`src/design/assert_macros.svh`:
```
// Assertion macros shared by the allocator RTL.
// Each macro expects clk_i and rst_ni in the scope where it is used.
`ifndef ASSERT_MACROS_SVH
`define ASSERT_MACROS_SVH

// A property that must hold at every clock edge outside reset.
`define BFBA_ASSERT(lbl, prop, msg) \
  lbl: assert property (@(posedge clk_i) disable iff (!rst_ni) (prop)) \
    else $error(msg);

// An implication from a trigger to a consequence in the same cycle.
`define BFBA_ASSERT_IMP(lbl, trig, cons, msg) \
  lbl: assert property (@(posedge clk_i) disable iff (!rst_ni) (trig) |-> (cons)) \
    else $error(msg);

// An implication from a trigger to a consequence in the next cycle.
`define BFBA_ASSERT_NXT(lbl, trig, cons, msg) \
  lbl: assert property (@(posedge clk_i) disable iff (!rst_ni) (trig) |=> (cons)) \
    else $error(msg);

`endif

```
`src/design/bfba_pkg.sv`:
```
// Types and constants of the best-fit block allocator.
// Used by bfba_cell and best_fit_block_allocator; depends on nothing.
package bfba_pkg;

  localparam int unsigned ADDR_W = 16;
  localparam int unsigned CFG_W  = 17;

  typedef enum logic [1:0] {
    ACT_INIT  = 2'd0,
    ACT_ALLOC = 2'd1,
    ACT_FREE  = 2'd2,
    ACT_DONE  = 2'd3
  } act_e;

  typedef enum logic [2:0] {
    OP_HOLD   = 3'd0,
    OP_ROTATE = 3'd1,
    OP_LOAD   = 3'd2,
    OP_WRITE  = 3'd3,
    OP_INSERT = 3'd4,
    OP_REMOVE = 3'd5
  } op_e;

  typedef struct packed {
    logic [ADDR_W-1:0] off;
    logic [ADDR_W-1:0] size;
    logic              used;
  } entry_t;

  typedef struct packed {
    op_e    op;
    entry_t ent;
  } cmd_t;

endpackage

```
`src/design/bfba_cell.sv`:
```
// One table slot of the allocator: holds a block entry and trades it with its neighbors.
// Depends on bfba_pkg.
module bfba_cell #(
  parameter int unsigned IW  = 6,
  parameter int unsigned IDX = 0
) (
  input  logic              clk_i,
  input  bfba_pkg::cmd_t    cmd_i,
  input  logic [IW-1:0]     idx_i,
  input  bfba_pkg::entry_t  prev_i,
  input  bfba_pkg::entry_t  next_i,
  output bfba_pkg::entry_t  ent_o
);

  localparam logic [IW:0] MY = (IW+1)'(IDX);

  bfba_pkg::entry_t ent_q, ent_d;
  logic [IW:0]      idx_x;

  assign idx_x = {1'b0, idx_i};

  always_comb begin
    ent_d = ent_q;
    unique case (cmd_i.op)
      bfba_pkg::OP_ROTATE: ent_d = next_i;
      bfba_pkg::OP_LOAD: begin
        if (idx_x == MY) ent_d = cmd_i.ent;
      end
      bfba_pkg::OP_WRITE: begin
        if (idx_x == MY) begin
          ent_d.size = cmd_i.ent.size;
          ent_d.used = cmd_i.ent.used;
        end
      end
      bfba_pkg::OP_INSERT: begin
        if (MY > idx_x + 1'b1) ent_d = prev_i;
        else if (MY == idx_x + 1'b1) ent_d = cmd_i.ent;
      end
      bfba_pkg::OP_REMOVE: begin
        if (MY >= idx_x) ent_d = next_i;
      end
      default: ent_d = ent_q;
    endcase
  end

  always_ff @(posedge clk_i) begin
    ent_q <= ent_d;
  end

  assign ent_o = ent_q;

endmodule

```
`config.mk`:
```
export PLATFORM = sky130hd
export DESIGN_NAME = bfba_cell
export DESIGN_NICKNAME = d
export VERILOG_FILES = /design/src/design/assert_macros.svh /design/src/design/bfba_pkg.sv /design/src/design/bfba_cell.sv
export SDC_FILE = /design/constraint.sdc
export NUM_CORES = 1
export LEC_CHECK = 0
export BUFFER_PORTS_ARGS = -buffer_cell sky130_fd_sc_hd__buf_2
export CAP_MARGIN = 40
export CORE_ASPECT_RATIO = 2
export CORE_MARGIN = 8
export CORE_UTILIZATION = 43
export DETAILED_ROUTE_END_ITERATION = 10
export PLACE_DENSITY = 0.85
export SLEW_MARGIN = 30
export SYNTH_ARGS = -nofsm -noshare
export SYNTH_HDL_FRONTEND = slang
export SYNTH_SLANG_ARGS = --single-unit
```
`constraint.sdc`:
```
create_clock -name clk_i -period 2.8 [get_ports clk_i]
set_input_delay 0.14 -clock clk_i [delete_from_list [all_inputs] [get_ports clk_i]]
set_output_delay 0.14 -clock clk_i [all_outputs]
set_load 0.05 [all_outputs]
```
# Word level (Yosys, flattened, before mapping)
# Index checks and enable logic that the tools add are counted.
[totals]
reg_bits = 33
inputBits = 109
out_inout_bits = 33
elab_cells = 28
[op_classes]
add_sub_neg = 1
magnitude_cmp = 2
n_eq_ne = 9
mux = 7
reduce_logical = 6
[op_table]
columns = ["operator", "count"]
rows = [
  ["$mux 33", 4],
  ["$pmux 17 s5", 1],
  ["$pmux 16 s4", 1],
  ["$mux 17", 1],
  ["$logic_not 7->1", 2],
  ["$add 6x1->7 const B", 1],
  ["$gt 1x7->1 const A", 1],
  ["$eq 3x2->1 const B", 2],
  ["$eq 3x3->1 const B", 2],
  ["$ge 1x6->1 const A", 1],
  ["$ne 2x2->1 const B", 3],
  ["$reduce_and 5->1", 1],
  ["$reduce_bool 5->1", 1],
  ["$reduce_and 4->1", 1],
  ["$reduce_bool 4->1", 1],
  ["$eq 3x1->1 const B", 1],
  ["$ne 3x3->1 const B", 1],
]

# Logic depth before layout (Yosys ltp)
[logic_depth]
word_depth = 5
depth_mapped = 8
depth_no_buf = 6

# Worst setup path after synthesis
# Ideal clock, no wire load.
[synth_timing]
kind = "input port to flip-flop"
from = "in idx_i[4]"
to = "reg ent_q, in the netlist ent_o[0] (enable)"
setup_ps = 397
t_arrival_ps = 1500
t_required_ps = 2403
setup_slack_ps = 903
path_stages = 3
path_buffers = 0
path_cell_list = "nor4_4 a21boi_0 o211ai_1"
[synth_between]
elab_chain_len = 4
elab_cells_between_ends = 10
cone_classes = "add/sub (1); order compare (2); eq/ne (4); reduce/logical (3)"
[synth_rtl]
columns = ["element", "line", "source"]
rows = [
  ["from (decl)", "bfba_cell.sv:9", "input logic [IW-1:0] idx_i,"],
  ["$add 6x1->7", "bfba_cell.sv:36, bfba_cell.sv:37", ""],
  ["$gt 1x7->1 or $logic_not 7->1 (tied branches)", "bfba_cell.sv:36, bfba_cell.sv:37", ""],
  ["$ne 3x3->1 (no source line)", "--", ""],
  ["$reduce_and 5->1 (no source line) *", "--", ""],
  ["to (signal assigned)", "bfba_cell.sv:47", "ent_q <= ent_d;"],
  ["to (decl)", "bfba_cell.sv:17", "bfba_pkg::entry_t ent_q, ent_d;"],
]
# Every way passes the cells marked *; elsewhere a longest branch is shown, timed or not.
# A chain may end at the register's enable or synchronous reset.

==> results summary <==
The type of destination of the critical path is a register. Post-CTS timing repair inserted 0 buffers for setup. The detailed-route wire length came out at 6080 um. The post-synth net total came out at 246.

Dividing the detail-routed via count by the number of cells gives 5.23. The sequential power share is 43.8%. The startpoint identified for the worst hold timing path is prev_i[18]. The clock tree root buffer cell is sky130_fd_sc_hd__clkbuf_8.

The remaining design rule violation count came out at 0. The die is 62.3 um wide. The initial antenna violation count is 0. The total clock sinks came out at 33. The count of port buffers added during placement is 141. The net count of the finished layout is 388. The synthesized instance count came out at 135.

Of the post-synthesis cell area, the dominant cell type holds 53.8%. The flow ran to the end, and the final reports show no timing, DRC or antenna violations. The clock buffer count from CTS came out at 5. The core box area is 4090 sq um. The count of endpoints failing setup in the final report is 0.

In this run, post-CTS hold repair placed 0 buffers. Global routing used 16.9% of the available tracks across all layers. Dividing total power by cell area gives a power density of 507 nW/um^2. Detailed placement ended at an HPWL of 5100 um. The final period utilization is 58.0%. For the pin with the worst max-slew slack, the measured transition is 0.660 ns. The number of global-route vias before repair is 1876. At the end of the flow the core is filled with cells to 65.0%. The worst setup path is launched from a primary input.

Final hold analysis gives a worst-case slack of 0.157 ns. Setup repair after global routing left no endpoint under its margin. The relative max-transition margin is 56.0%. The post-route netlist has 58.6% of its cells at a drive strength greater than 1. A synthesized cell averages 13.6 sq um. In the post-synthesis netlist, the biggest area contributors are sky130_fd_sc_hd__edfxtp_1 (54%), sky130_fd_sc_hd__a221o_1 (14%), sky130_fd_sc_hd__and2_1 (5.8%). The library cells used most frequently in the layout, excluding fill and tap cells, are sky130_fd_sc_hd__buf_2 (141), sky130_fd_sc_hd__edfxtp_1 (33), sky130_fd_sc_hd__a221o_1 (26).

Timing would allow up to 616 MHz. The library cell used most frequently in the layout, excluding fill and tap cells, is sky130_fd_sc_hd__buf_2. The initial standard-cell utilization of the core came out at 45.0%. The net switching fraction of the power is 27.2%. Global routing finished with a remaining overflow of 0. The number of optimization iterations in the first detailed-route pass is 4.

The critical path in this run is classified as in -> reg. The part of the power in combinational logic is 24.7%. The chip height is 109 um.

During I/O placement, the number of pins put on the boundary was 142. The post-synthesis to final-layout area growth is 44.5%. The maximum level of the CTS H-tree came out at 2. The detailed-route via count came out at 1730. The DRC violation total after the first TritonRoute iteration came out at 98.

The worst endpoint data arrival time came out at 1.65 ns. Entering global routing, the biggest net connects 34 pins. The maximum clock path buffer count is 2.

The wire length of the first global-routing pass is 9110 um. The cell area that synthesis handed to floorplanning was 1840 sq um. In this run the power spent charging and discharging nets is 0.367 mW.

The minimum clock period came out at 1.62 ns. The number of synthesized register bits is 33. Of all cell types, the one taking the most synthesized area is sky130_fd_sc_hd__edfxtp_1.

The min-delay analysis places its worst path in the category in -> reg. The weighted congestion at the end of routability-driven global placement is 0.863. TritonCTS built the clock tree.

Dividing the detail-routed wire length by the instance count gives 18.4 um. The worst hold path cell count came out at 2. The total count of hold-check failures in the final report came to 0.

The flip-flop count of the largest register after layout is 33. The number of placement rows is 33. The analysis attributes to cell leakage a power of 1.20 nW. The worst path required time came out at 2.83 ns.

The residual antenna-violating net count after detailed routing is 0. Of the synthesized area, sequential elements account for 53.8%. The number of filler instances in the final layout is 346. The number of instances in the placed design is 321.

The final instance count without filler cells is 331. The die covers 6760 sq um. The clock-pin transition on the worst setup and hold timing paths came out at 0.07 ns. Max-cap violations in this run came to 0.

In this run the worst path has a maximum fanout of 33. The fraction of power consumed by the clock network came out at 31.5%. VDD sags by at most 0.369 mV. The number of gates resized after CTS was 0. Yosys printed 0 warnings. The max-slew violation total from the final report came out at 0. The cell-internal power is 0.982 mW. The post-route setup TNS is 0 ns. For hold timing, the worst endpoint is ent_o[18]. The distinct cell type count of the synthesized netlist is 31.
[Yosys cell counts (all sizes together)]
library cell,instances
o221ai,1
mux2i,1
nor4,1
edfxtp,33
nand4b,1
buf,8
nand3,3
a21boi,1
a221o,33
o211ai,1
nor2,4
nand2b,2
nor4b,1
o21a,1
nor2b,16
nor3b,1
inv,2
clkbuf,1
xnor2,1
a21oi,1
and2,17
a21o,1
and2b,2
ha,2
[per-stage QoR]
| stage | setup slack, ns | power, mW | area (sq um) |
|---|---|---|---|
| floorplan | 0.903 | 0.815 | 1840 |
| global placement | 0.933 | 0.928 | 2540 |
| detailed placement | 0.887 | 0.935 | 2540 |
| CTS | 1.18 | 1.36 | 2650 |
| global route | 1.06 | 1.40 | 2660 |
| finish | 1.18 | 1.35 | 2660 |
[per-layer routing]
metal,part of all wire [%],track usage (%)
met1,35,17.4
met2,56,30.5
met3,7.2,4.97
met4,2.0,8.54
met5,0,0
[worst max-delay path, cell delays in order]
cell and delay [ns]:
sky130_fd_sc_hd__buf_2 0.13, sky130_fd_sc_hd__inv_1 0.05, sky130_fd_sc_hd__ha_1 0.29, sky130_fd_sc_hd__nor2_1 0.05, sky130_fd_sc_hd__nand3_2 0.10, sky130_fd_sc_hd__and2b_2 0.43
sky130_fd_sc_hd__a221o_2 0.46
[area by class of cell]
class / instances / area, sq um / area share, %
Antenna cell: 1 / 2.50 / 0.0941
Clock buffer: 6 / 72.6 / 2.73
Clock inverter: 2 / 33.8 / 1.27
Inverter: 2 / 7.51 / 0.282
Multi-Input combinational cell: 91 / 758 / 28.5
Sequential cell: 33 / 991 / 37.3
Tap cell: 52 / 65.1 / 2.45
Timing Repair Buffer: 144 / 728 / 27.4
[cell families after synthesis]
family | Yosys count | synth area share [%]
AOI/OAI and AO/OA | 39 | 21.2
xor gates and xnor gates | 1 | 0.476
adders and majority gates | 2 | 1.36
buffers and inverters | 11 | 4.96
DFF | 33 | 53.8
muxes | 1 | 0.544
and+or+nand+nor | 48 | 17.6
[worst max-delay path by stage]
stage | slack (ns) | startpoint | to | cells after the start
floorplan | 0.90 | idx_i[4] | ent_o[0] | 3
global placement | 0.93 | idx_i[0] | ent_o[9] | 7
detailed placement | 0.89 | idx_i[0] | ent_o[13] | 7
CTS | 1.18 | idx_i[0] | ent_o[15] | 7
global route | 1.06 | idx_i[0] | ent_o[32] | 7
finish | 1.18 | idx_i[0] | ent_o[15] | 7
[power groups by stage]
stage	sequential, mW	clock [mW]	combinational (mW)
after floorplan	0.705	0	0.110
after global placement	0.602	0	0.326
after detailed placement	0.602	0	0.333
after CTS	0.591	0.433	0.334
after global routing	0.593	0.452	0.357
final	0.591	0.425	0.333
Power figures use the tool's default switching activity.
